### src/hdl/jss_pkg.sv
// jump search sorted table: shared types, constants and sequencer states
// no dependencies; used by jump_search_sorted_table_top
package jss_pkg;

  // default number of table entries
  localparam int DEFAULT_TABLE_DEPTH = 16;

  // most match results reported for one search
  localparam int MAX_RESULTS = 4;

  // width of the position counters, wide enough for a 5-bit entry count plus one block
  localparam int POS_W = 6;

  // width of the block length (square root of at most 31)
  localparam int STEP_W = 3;

  // width of the hit counter (0 to MAX_RESULTS) and of a hit slot index
  localparam int HIT_CNT_W = $clog2(MAX_RESULTS + 1);
  localparam int HIT_IDX_W = $clog2(MAX_RESULTS);

  // reset value of the entry count register
  localparam logic [4:0] ENTRIES_RESET = 5'd16;

  // request actions
  localparam logic ACT_WRITE  = 1'b0;
  localparam logic ACT_SEARCH = 1'b1;

  // input request
  typedef struct packed {
    logic               action;
    logic [3:0]         entry_index;
    logic signed [31:0] key_value;
    logic [15:0]        record_id;
  } jss_req_t;

  // result
  typedef struct packed {
    logic        found;
    logic [3:0]  match_position;
    logic [15:0] match_record;
    logic        last_result;
  } jss_rsp_t;

  // sequencer states
  typedef enum logic [2:0] {
    ST_IDLE,
    ST_SQRT,
    ST_JUMP,
    ST_JUMP_CMP,
    ST_SCAN,
    ST_SCAN_CMP,
    ST_EMIT
  } jss_state_t;

endpackage

### src/hdl/jss_ram.sv
// generic single-write, single-read ram with registered read data
// depends on nothing; instanced for the key and record stores
module jss_ram #(
  parameter int WIDTH = 32,
  parameter int DEPTH = 16
) (
  input  logic                     clk,
  input  logic                     wr_en,
  input  logic [$clog2(DEPTH)-1:0] wr_addr,
  input  logic [WIDTH-1:0]         wr_data,
  input  logic [$clog2(DEPTH)-1:0] rd_addr,
  output logic [WIDTH-1:0]         rd_data
);

  logic [WIDTH-1:0] mem [DEPTH];
  logic [WIDTH-1:0] rd_data_r;

  // write port
  always_ff @(posedge clk) begin
    if (wr_en) begin
      mem[wr_addr] <= wr_data;
    end
  end

  // registered read port
  always_ff @(posedge clk) begin
    rd_data_r <= mem[rd_addr];
  end

  assign rd_data = rd_data_r;

endmodule

### src/hdl/jump_search_sorted_table_top.sv
// jump search over a sorted key table with record ids: sequencer, stores, result register
// depends on jss_pkg and jss_ram
//
//  channel  | ports                              | direction | moves
//  ---------+------------------------------------+-----------+----------------------------
//  request  | in_valid, in_stall, in_req         | in        | write entry or search key
//  result   | out_valid, out_stall, out_rsp      | out       | one per match, or not found
//  config   | cfg_wr_en, cfg_wr_data             | in        | entries_in_use
//
// the single read port of the stores and the iterative square root set a search's length.
// in_stall is high from a search's acceptance until its last result is loaded into the
// output register; the output register lets the next request in while it waits.
// synchronous active-low reset; the stores are not cleared and need no clearing pass.
module jump_search_sorted_table_top
  import jss_pkg::*;
#(
  parameter int TABLE_DEPTH = DEFAULT_TABLE_DEPTH
) (
  input  logic     clk,
  input  logic     rst_n,
  input  logic     in_valid,
  output logic     in_stall,
  input  jss_req_t in_req,
  output logic     out_valid,
  input  logic     out_stall,
  output jss_rsp_t out_rsp,
  input  logic     cfg_wr_en,
  input  logic [4:0] cfg_wr_data
);

  localparam int ADDR_W = $clog2(TABLE_DEPTH);

  jss_state_t state_r, state_nxt;

  logic [4:0]          entries_r;
  logic [POS_W-1:0]    n_r, n_nxt;
  logic signed [31:0]  key_r, key_nxt;
  logic [STEP_W-1:0]   step_r, step_nxt;
  logic [POS_W-1:0]    sq_r, sq_nxt;
  logic [POS_W-1:0]    start_r, start_nxt;
  logic [POS_W-1:0]    stop_r, stop_nxt;
  logic [HIT_CNT_W-1:0] hit_cnt_r, hit_cnt_nxt;
  logic [HIT_IDX_W-1:0] emit_r, emit_nxt;
  logic [3:0]          hit_pos_r [MAX_RESULTS];
  logic [15:0]         hit_rec_r [MAX_RESULTS];
  logic                hit_wr;

  logic                out_valid_r, out_valid_nxt;
  jss_rsp_t            out_rsp_r, out_rsp_nxt;
  logic                out_free;

  logic                in_acc;
  logic                wr_en;
  logic [ADDR_W-1:0]   wr_addr;
  logic [POS_W-1:0]    rd_pos;
  logic [ADDR_W-1:0]   rd_addr;
  logic [31:0]         rd_key;
  logic [15:0]         rd_rec;
  logic [POS_W-1:0]    n_req;
  logic [POS_W-1:0]    next_stop;

  // request handshake
  assign in_stall = (state_r != ST_IDLE);
  assign in_acc   = in_valid && !in_stall;

  // table writes; positions beyond the table are dropped
  assign wr_en   = in_acc && (in_req.action == ACT_WRITE) &&
                   (32'(in_req.entry_index) < TABLE_DEPTH);
  assign wr_addr = ADDR_W'(in_req.entry_index);

  // read address: block end while jumping, scan position otherwise
  assign rd_pos  = (state_r == ST_JUMP) ? stop_r : start_r;
  assign rd_addr = ADDR_W'(rd_pos);

  jss_ram #(.WIDTH(32), .DEPTH(TABLE_DEPTH)) u_key_ram (
    .clk     (clk),
    .wr_en   (wr_en),
    .wr_addr (wr_addr),
    .wr_data (in_req.key_value),
    .rd_addr (rd_addr),
    .rd_data (rd_key)
  );

  jss_ram #(.WIDTH(16), .DEPTH(TABLE_DEPTH)) u_rec_ram (
    .clk     (clk),
    .wr_en   (wr_en),
    .wr_addr (wr_addr),
    .wr_data (in_req.record_id),
    .rd_addr (rd_addr),
    .rd_data (rd_rec)
  );

  // entry count clamped to one .. table depth
  always_comb begin
    if (entries_r == 5'd0) begin
      n_req = POS_W'(1);
    end else if (32'(entries_r) > TABLE_DEPTH) begin
      n_req = POS_W'(TABLE_DEPTH);
    end else begin
      n_req = POS_W'(entries_r);
    end
  end

  // next block end, clamped to the entry count
  always_comb begin
    next_stop = stop_r + POS_W'(step_r);
    if (next_stop > n_r - POS_W'(1)) begin
      next_stop = n_r;
    end
  end

  assign out_free = !out_valid_r || !out_stall;

  // sequencer
  always_comb begin
    state_nxt     = state_r;
    n_nxt         = n_r;
    key_nxt       = key_r;
    step_nxt      = step_r;
    sq_nxt        = sq_r;
    start_nxt     = start_r;
    stop_nxt      = stop_r;
    hit_cnt_nxt   = hit_cnt_r;
    emit_nxt      = emit_r;
    hit_wr        = 1'b0;
    out_valid_nxt = out_valid_r && out_stall;
    out_rsp_nxt   = out_rsp_r;
    case (state_r)
      ST_IDLE: begin
        if (in_acc && (in_req.action == ACT_SEARCH)) begin
          n_nxt       = n_req;
          key_nxt     = in_req.key_value;
          step_nxt    = '0;
          sq_nxt      = POS_W'(1);
          hit_cnt_nxt = '0;
          emit_nxt    = '0;
          state_nxt   = ST_SQRT;
        end
      end
      // floor square root by running squares: (r+2)^2 = (r+1)^2 + 2r + 3
      ST_SQRT: begin
        if (sq_r <= n_r) begin
          step_nxt = step_r + STEP_W'(1);
          sq_nxt   = sq_r + POS_W'({step_r, 1'b0}) + POS_W'(3);
        end else begin
          start_nxt = '0;
          stop_nxt  = POS_W'(step_r);
          state_nxt = ST_JUMP;
        end
      end
      // read the block end if it lies below the entry count
      ST_JUMP: begin
        if (stop_r < n_r) begin
          state_nxt = ST_JUMP_CMP;
        end else begin
          state_nxt = ST_SCAN;
        end
      end
      ST_JUMP_CMP: begin
        if ($signed(rd_key) <= key_r) begin
          start_nxt = stop_r;
          stop_nxt  = next_stop;
          state_nxt = ST_JUMP;
        end else begin
          state_nxt = ST_SCAN;
        end
      end
      // scan the block one entry at a time
      ST_SCAN: begin
        if ((start_r < stop_r) && (hit_cnt_r < HIT_CNT_W'(MAX_RESULTS))) begin
          state_nxt = ST_SCAN_CMP;
        end else begin
          state_nxt = ST_EMIT;
        end
      end
      ST_SCAN_CMP: begin
        if ($signed(rd_key) == key_r) begin
          hit_wr      = 1'b1;
          hit_cnt_nxt = hit_cnt_r + HIT_CNT_W'(1);
        end
        start_nxt = start_r + POS_W'(1);
        state_nxt = ST_SCAN;
      end
      // hand the hits, or a not-found result, to the output register
      ST_EMIT: begin
        if (out_free) begin
          out_valid_nxt = 1'b1;
          if (hit_cnt_r == '0) begin
            out_rsp_nxt = '{found: 1'b0, match_position: 4'd0, match_record: 16'd0,
                            last_result: 1'b1};
            state_nxt   = ST_IDLE;
          end else begin
            out_rsp_nxt.found          = 1'b1;
            out_rsp_nxt.match_position = hit_pos_r[emit_r];
            out_rsp_nxt.match_record   = hit_rec_r[emit_r];
            out_rsp_nxt.last_result    = (HIT_CNT_W'(emit_r) + HIT_CNT_W'(1) == hit_cnt_r);
            if (out_rsp_nxt.last_result) begin
              state_nxt = ST_IDLE;
            end else begin
              emit_nxt = emit_r + HIT_IDX_W'(1);
            end
          end
        end
      end
      default: begin
        state_nxt = ST_IDLE;
      end
    endcase
  end

  // control registers
  always_ff @(posedge clk) begin
    if (!rst_n) begin
      state_r     <= ST_IDLE;
      entries_r   <= ENTRIES_RESET;
      hit_cnt_r   <= '0;
      emit_r      <= '0;
      out_valid_r <= 1'b0;
    end else begin
      state_r     <= state_nxt;
      hit_cnt_r   <= hit_cnt_nxt;
      emit_r      <= emit_nxt;
      out_valid_r <= out_valid_nxt;
      if (cfg_wr_en) begin
        entries_r <= cfg_wr_data;
      end
    end
  end

  // datapath registers
  always_ff @(posedge clk) begin
    n_r       <= n_nxt;
    key_r     <= key_nxt;
    step_r    <= step_nxt;
    sq_r      <= sq_nxt;
    start_r   <= start_nxt;
    stop_r    <= stop_nxt;
    out_rsp_r <= out_rsp_nxt;
    if (hit_wr) begin
      hit_pos_r[hit_cnt_r[HIT_IDX_W-1:0]] <= start_r[3:0];
      hit_rec_r[hit_cnt_r[HIT_IDX_W-1:0]] <= rd_rec;
    end
  end

  assign out_valid = out_valid_r;
  assign out_rsp   = out_rsp_r;

  // hit count stays within the result limit
  a_hit_limit: assert property (@(posedge clk) disable iff (!rst_n)
    hit_cnt_r <= HIT_CNT_W'(MAX_RESULTS))
    else $error("hit count above result limit");

  // jumping always advances by a nonzero block
  a_step_nonzero: assert property (@(posedge clk) disable iff (!rst_n)
    (state_r == ST_JUMP || state_r == ST_JUMP_CMP) |-> (step_r != '0))
    else $error("zero block length while jumping");

  // block end never passes the entry count
  a_stop_bound: assert property (@(posedge clk) disable iff (!rst_n)
    (state_r == ST_JUMP || state_r == ST_JUMP_CMP || state_r == ST_SCAN ||
     state_r == ST_SCAN_CMP) |-> (stop_r <= n_r))
    else $error("block end beyond entry count");

  // a not-found result is always the only and last one
  a_not_found_last: assert property (@(posedge clk) disable iff (!rst_n)
    (out_valid && !out_rsp.found) |-> (out_rsp.last_result && out_rsp.match_record == 16'd0))
    else $error("not-found result not marked last");

  // after a not-found result is loaded, the sequencer returns to idle
  a_idle_after_last: assert property (@(posedge clk) disable iff (!rst_n)
    (state_r == ST_EMIT && out_free && (hit_cnt_r == '0)) |=> (state_r == ST_IDLE))
    else $error("sequencer did not return to idle");

endmodule
### config.mk
export PLATFORM = sky130hd
export DESIGN_NAME = jump_search_sorted_table_top
export DESIGN_NICKNAME = d
export VERILOG_FILES = /design/src/hdl/jss_pkg.sv /design/src/hdl/jss_ram.sv /design/src/hdl/jump_search_sorted_table_top.sv
export SDC_FILE = /design/constraint.sdc
export NUM_CORES = 1
export LEC_CHECK = 0
export BUFFER_PORTS_ARGS = -buffer_cell sky130_fd_sc_hd__buf_4
export CORE_ASPECT_RATIO = 0.7
export CORE_MARGIN = 4
export CORE_UTILIZATION = 55
export CTS_CLUSTER_SIZE = 14
export DETAILED_ROUTE_END_ITERATION = 7
export PLACE_DENSITY = 0.71
export SLEW_MARGIN = 0
export SYNTH_ARGS = -nofsm -noshare
export SYNTH_HDL_FRONTEND = slang
export SYNTH_HIERARCHICAL = 1
export SYNTH_SLANG_ARGS = --single-unit
### constraint.sdc
create_clock -name clk -period 4.7 [get_ports clk]
set_input_delay 0.47 -clock clk [delete_from_list [all_inputs] [get_ports clk]]
set_output_delay 0.47 -clock clk [all_outputs]
set_load 0.01 [all_outputs]
==> results of run 1 <==
==> cell type report <==
cell class              instances  area (sq um)
flip-flops and latches        992         29100
fillers                      4661         25400
inverters                      64           240
well taps                     902          1130
clock inverters                29           274
multi-input cells             733          8680
repair buffers                131          1060
clock buffers                 132          2530
diodes                          2          5.00
==> per-stage QoR <==
step	instance area, sq um	hold WS, ps	cells	utilization [%]
after floorplan	38200	438	1864	-
after global placement	40300	464	2822	58.8
after detailed placement	40300	480	2822	58.8
after CTS	43100	46.9	2983	62.9
after global routing	43100	81.3	2984	62.9
final	43100	80.1	2985	62.9
==> per-layer routing <==
layer  share of wire, %  GRT usage, %  routed length, microns  up-vias
met2                 45          31.7                   35400      795
met4                1.9          4.91                    1470        2
met1                 44          34.4                   34800     9694
li1                   -             -                       -     7912
met5              0.017             0                      13        -
met3                8.9          4.89                    7050      119
==> cell families (layout without fill, tap and decap cells) <==
family,after synthesis,in the layout,share of synthesized area [%]
flops,992,992,76.2
simple gates,239,239,3.10
mux,225,225,12.9
compound gates,175,175,3.20
buf+inv,139,356,1.63
fa+ha+maj,74,74,2.46
xor+xnor,20,20,0.458
other cells,0,2,0
==> cell usage in the layout, fill, tap and decap left out, drive strengths merged, types with 11 or more instances in the layout <==
cell type    n
edfxtp     928
mux4       212
clkbuf     132
buf        131
a22oi       96
nand2       74
ha          72
inv         68
dfxtp       64
nor2        51
nor2b       37
a21oi       23
clkinv      19
nand3       17
nor3        15
o21ai       14
xnor2       14
a21o        11
nand4       11
==> power breakdown <==
part           internal (mW)  switching [mW]
sequential              10.3           0.361
combinational           2.26            2.75
clock                   3.99            3.00
==> how the worst max path moves through the flow <==
stage                                 start                       endpoint
global placement        key_r[31]$_DFFE_PP_           start_r[4]$_DFFE_PP_
detailed placement      key_r[31]$_DFFE_PP_           start_r[4]$_DFFE_PP_
CTS                     key_r[31]$_DFFE_PP_           start_r[4]$_DFFE_PP_
global route            key_r[31]$_DFFE_PP_           start_r[4]$_DFFE_PP_
finish                  key_r[31]$_DFFE_PP_           start_r[3]$_DFFE_PP_
floorplan           state_r[0]$_SDFFE_PN0P_  u_key_ram/mem[0][0]$_DFFE_PP_
==> sequential cells by signal (all words and copies together), names as in the netlist, 3 cells and up, named ones only <==
name,flops
u_key_ram/mem,512
u_rec_ram/mem,256
hit_rec_r,64
key_r,32
u_key_ram/rd_data,32
out_rsp,22
hit_pos_r,16
u_rec_ram/rd_data,16
sq_r,6
start_r,6
stop_r,6
entries_r,5
n_r,5
hit_cnt_r,3
state_r,3
step_r,3
==> critical path, delay by kind of cell (launching register included) <==
kind / cells / cell delay, ps
AO/OA/AOI/OAI: 2 / 1610
XOR/XNOR: 1 / 270
flip-flops: 1 / 330
AND/OR/NAND/NOR: 3 / 520
buffers and inverters: 1 / 40
adder cells (fa/ha/maj): 1 / 390
==> reports/results.txt, run 1 <==
Synth Register Bits - 992
Rows - 80
Worst Reg-to-Reg Cells - 8
RSZ-0062 raised after global routing - false
Synthesis Warnings - 6
area of the mapped netlist - 38,200 sq um
Synth Net Count - 2,001
share of the synthesized area in the top cell type - 72.9%
Final period util - 75.7%
end of the worst hold path - entries_r[4]$_SDFFE_PN1P_
largest net degree at the start of global routing - 91
Max-slew headroom - 8.01%
fraction of registers with async set/reset - 0%
CTS HTree Levels - 3
Area Growth Syn to Fin - 12.6%
CP max stage delay - 870 ps
count of input and output buffers - 86
WL final - 78,800 microns
antenna violations before repair - 4
min-delay src - cfg_wr_data[4]
routed vias/inst - 6.21
Clock Latency Late Sink - 630 ps
drt pass-1 iters - 7
Initial Util - 55.9%
Worst IR Drop VDD - 365 uV
fin crit period - 3560 ps
crit path DAT - 3810 ps
Yosys cell types - 56
CTS tree - yes
Syn Area/Cell - 20.5 sq um
Reg2Reg Capture Point - start_r[3]$_DFFE_PP_
post-synthesis sequential area ratio - 76.2%
root buffer cell - clkbuf_16
Final Slew Violations - 0
slowest CP cell - a211oi_1
Max-Cap Viols - 0
most frequent cell after synthesis - edfxtp_1
critical-path maximum fanout - 6
Final Power - 22.6 mW
Final ANT Viol Nets - 0
setup repair bufs after CTS - 0
static leakage - 14.3 nW
Initial DRC Count - 2,014
status - completed
vias in the first global route - 18,800
Post-synth EDFFs - 928
Yosys top cell by area - edfxtp_1
Worst setup EP type - flop
CTS sink count - 992
Worst Clk Skew - 19.8 ps
CP required - 4950 ps
Clock Tree Buf Depth - 3
worst setup margin - 1140 ps
CTS Hold Bufs - 0
share of post-route cells with drive strength above 1 - 24.3%
ys flop type - edfxtp_1
Synth area leaders - edfxtp_1 73%, mux4_2 12%, dfxtp_1 3.3%, ha_1 2.4%, a22oi_1 1.9%
DRC - 0
worst hold stages - 3
Final setup viols - 0
critical path type - flop to flop
Core ar. - 68,500 sq um
r2r setup slk - 1140 ps
Reg clk slew, reported paths - 60 ps
Cell Chain, Critical Path - inv_1 > ha_1 > nand4_2 > nor3_1 > a221oi_1 > nand4_1 > xnor2_1 > a211oi_1
Total Nets Final - 2,148
Die Y - 229 microns
GRT Total Usage - 21.8%
routability cong. - 0.837
worst r2r src - key_r[31]$_DFFE_PP_
Worst-Margin Slew - 1380 ps
Post-Syn Instances - 1,864
GRT overflow - 0
Die Area - 73,900 sq um
Place WS - 1280 ps
Via Count - 18,500
fmax - 281 MHz
I/O pin cnt - 87
synth cell count leaders - 928 x edfxtp_1, 202 x mux4_2, 96 x a22oi_1, 74 x nand2_1, 72 x ha_1
final hold viol count - 0
cts bufs inserted - 89
first-pass GRT wire length - 120,000 microns
die width - 323 microns
Post-DP HPWL - 45,900 microns
Pwr Density - 526 nW/um^2
CTS resizes - 0
detailed-route wire length per cell - 26.4 microns
crit start category - flop
hold crit path type - input pin to flop
Fin Setup TNS - 0 ps
Power figures use the tool's default switching activity.
==> run 2: changes to the inputs <==
--- a/config.mk
+++ b/config.mk
@@ -11,7 +11,7 @@
 export CORE_UTILIZATION = 55
 export CTS_CLUSTER_SIZE = 14
 export DETAILED_ROUTE_END_ITERATION = 7
-export PLACE_DENSITY = 0.71
+export PLACE_DENSITY = 0.74
 export SLEW_MARGIN = 0
 export SYNTH_ARGS = -nofsm -noshare
 export SYNTH_HDL_FRONTEND = slang
==> constraint.sdc (replaced) <==
create_clock -name clk -period 3.2 [get_ports clk]
set_input_delay 0.32 -clock clk [delete_from_list [all_inputs] [get_ports clk]]
set_output_delay 0.32 -clock clk [all_outputs]
set_load 0.01 [all_outputs]
==> run 2 against run 1 <==
Against the previous run: sequential share of layout area shrank 1.9 points; sequential power grew 47%; maximum frequency grew 18%; setup slack lost 950 ps; global-route usage grew 0.78 points; core utilization grew 1.8 points; largest cell class unchanged; clock skew grew 11 ps; clock power grew 47%; clock-buffer cell count shrank 1; register-to-register slack lost 950 ps; critical endpoint is now stop_r[2]$_DFFE_PP_; via count grew 2.8%; wire length grew 3.8%.
==> reports/results.txt, run 2 (synthesized netlist as in run 1, its figures left out) <==
switching share of power - 27.4%
Final Slew Violations - 0
CTS tree - yes
routability cong. - 0.799
multi-input logic area - 8700 sq um
CP max stage delay - 500 ps
Worst-Margin Slew - 1030 ps
Post-DP HPWL - 45,800 microns
Reg area - 29,100 sq um
Via Count - 19,000
I/O pin cnt - 87
first-pass GRT wire length - 123,000 microns
die width - 323 microns
share of post-route cells with drive strength above 1 - 24.6%
Die Y - 229 microns
Fin Setup TNS - 0 ps
crit path DAT - 3360 ps
antenna violations before repair - 8
drt pass-1 iters - 5
Final ANT Viol Nets - 0
Place WS - 42.3 ps
Cell Chain, Critical Path - ha_1 > inv_1 > fa_1 > inv_1 > ha_1 > nor2b_1 > o21a_1 > o21a_1 > o21ai_0 > a21oi_4 > mux2i_1 > o21ai_0
commonest non-fill, non-tap cell in the layout - edfxtp_1
Reg clk slew, reported paths - 60 ps
Core ar. - 68,500 sq um
detailed-route wire length per cell - 26.5 microns
Placed Instance Area - 40,900 sq um
CP top delay family - adder cells
Reg with most FFs - u_key_ram/mem
root buffer cell - clkbuf_16
status - completed
crit start category - flop
CTS HTree Levels - 3
Die Area - 73,900 sq um
Worst Clk Skew - 30.7 ps
final hold viol count - 0
fin util - 64.7%
Area Growth Syn to Fin - 15.8%
Clock Tree Buf Depth - 3
Final period util - 93.9%
GRT overflow - 0
number of flip-flops in the largest register - 512
clock power share - 30.5%
switching pwr - 9.23 mW
Pwr Density - 761 nW/um^2
Internal Dissipation - 24.5 mW
Initial DRC Count - 2,120
fin crit period - 3000 ps
Combinational Power Share - 23.3%
Initial Util - 55.9%
r2r setup slk - 200 ps
commonest non-fill, non-tap cells in the layout - 928 x edfxtp_1, 202 x mux4_2, 134 x buf_4
cts bufs inserted - 90
Total Nets Final - 2,244
static leakage - 14.8 nW
Clock Latency Late Sink - 650 ps
WL final - 81,700 microns
critical-path maximum fanout - 8
vias in the first global route - 19,500
worst setup margin - 195 ps
GRT Total Usage - 22.6%
worst hold stages - 3
routed vias/inst - 6.18
Worst Reg-to-Reg Cells - 12
fill cell count - 4,398
Max-Cap Viols - 0
Rows - 80
Seq pwr share - 46.2%
DRC - 0
buffers and inverters on the worst path - 2
hold crit path type - input pin to flop
RSZ-0062 raised after global routing - false
CP required - 3560 ps
largest net degree at the start of global routing - 52
critical path type - flop to flop
hold slack - 38.6 ps
fmax - 333 MHz
Max-slew headroom - 31.3%
Worst IR Drop VDD - 408 uV
Crit path depth - 12
slowest CP cell - fa_1
design area - 44,300 sq um
Final setup viols - 0
Worst setup EP type - flop
count of input and output buffers - 86
CTS sink count - 992
==> run 2: final timing paths <==
| kind | start | to |
|---|---|---|
| worst max-delay path | stop_r[0]$_DFFE_PP_ | stop_r[2]$_DFFE_PP_ |
| worst min-delay path | cfg_wr_en | entries_r[0]$_SDFFE_PN0P_ |
| worst max register to register | stop_r[0]$_DFFE_PP_ | stop_r[2]$_DFFE_PP_ |
| worst min register to register | u_rec_ram/rd_data[9]$_DFF_P_ | hit_rec_r[2][9]$_DFFE_PP_ |
==> run 2: timing repair <==
action	CTS	global route
gates resized for setup	0	3
hold endpoints to repair	795	0
hold buffers	57	0
endpoints found under the setup margin	0	73
buffers inserted	0	2
==> run 2: area by class of cell <==
cell class | instances | share of cell area, %
clock inverters | 30 | 0.655
repair buffers | 226 | 5.14
well taps | 902 | 2.55
diodes | 2 | 0.0113
flip-flops and latches | 992 | 65.8
multi-input cells | 733 | 19.6
inverters | 64 | 0.542
clock buffers | 131 | 5.66
==> run 2: power groups by stage <==
stage          Sequential, mW  Clock [mW]  Combinational [mW]
6_report                 15.6        10.3                7.86
5_1_grt                  15.6        11.1                8.51
4_1_cts                  15.6        10.5                7.82
3_5_place_dp             15.8           0                7.68
3_3_place_gp             15.8           0                7.52
2_1_floorplan            15.6           0                5.44
==> run 2: tightest hold or removal path: cells and delay by family <==
kind | cells | cell delay (ps)
mux | 1 | 80
buf+inv | 1 | 130
simple gates | 1 | 90
==> run 2: through the flow <==
stage | total power, mW | cells
finish | 33.7 | 3080
floorplan | 21.0 | 1864
CTS | 33.8 | 3076
global route | 35.2 | 3078
detailed placement | 23.5 | 2858
global placement | 23.3 | 2858
==> run 2: metal layers <==
metal / GRT usage (%) / vias to the layer above / part of all wire (%)
met5: 0 / - / 0.077
met4: 4.70 / 12 / 1.5
met3: 6.84 / 110 / 11
met2: 33.4 / 940 / 46
met1: 34.0 / 9886 / 41
li1: - / 8091 / -
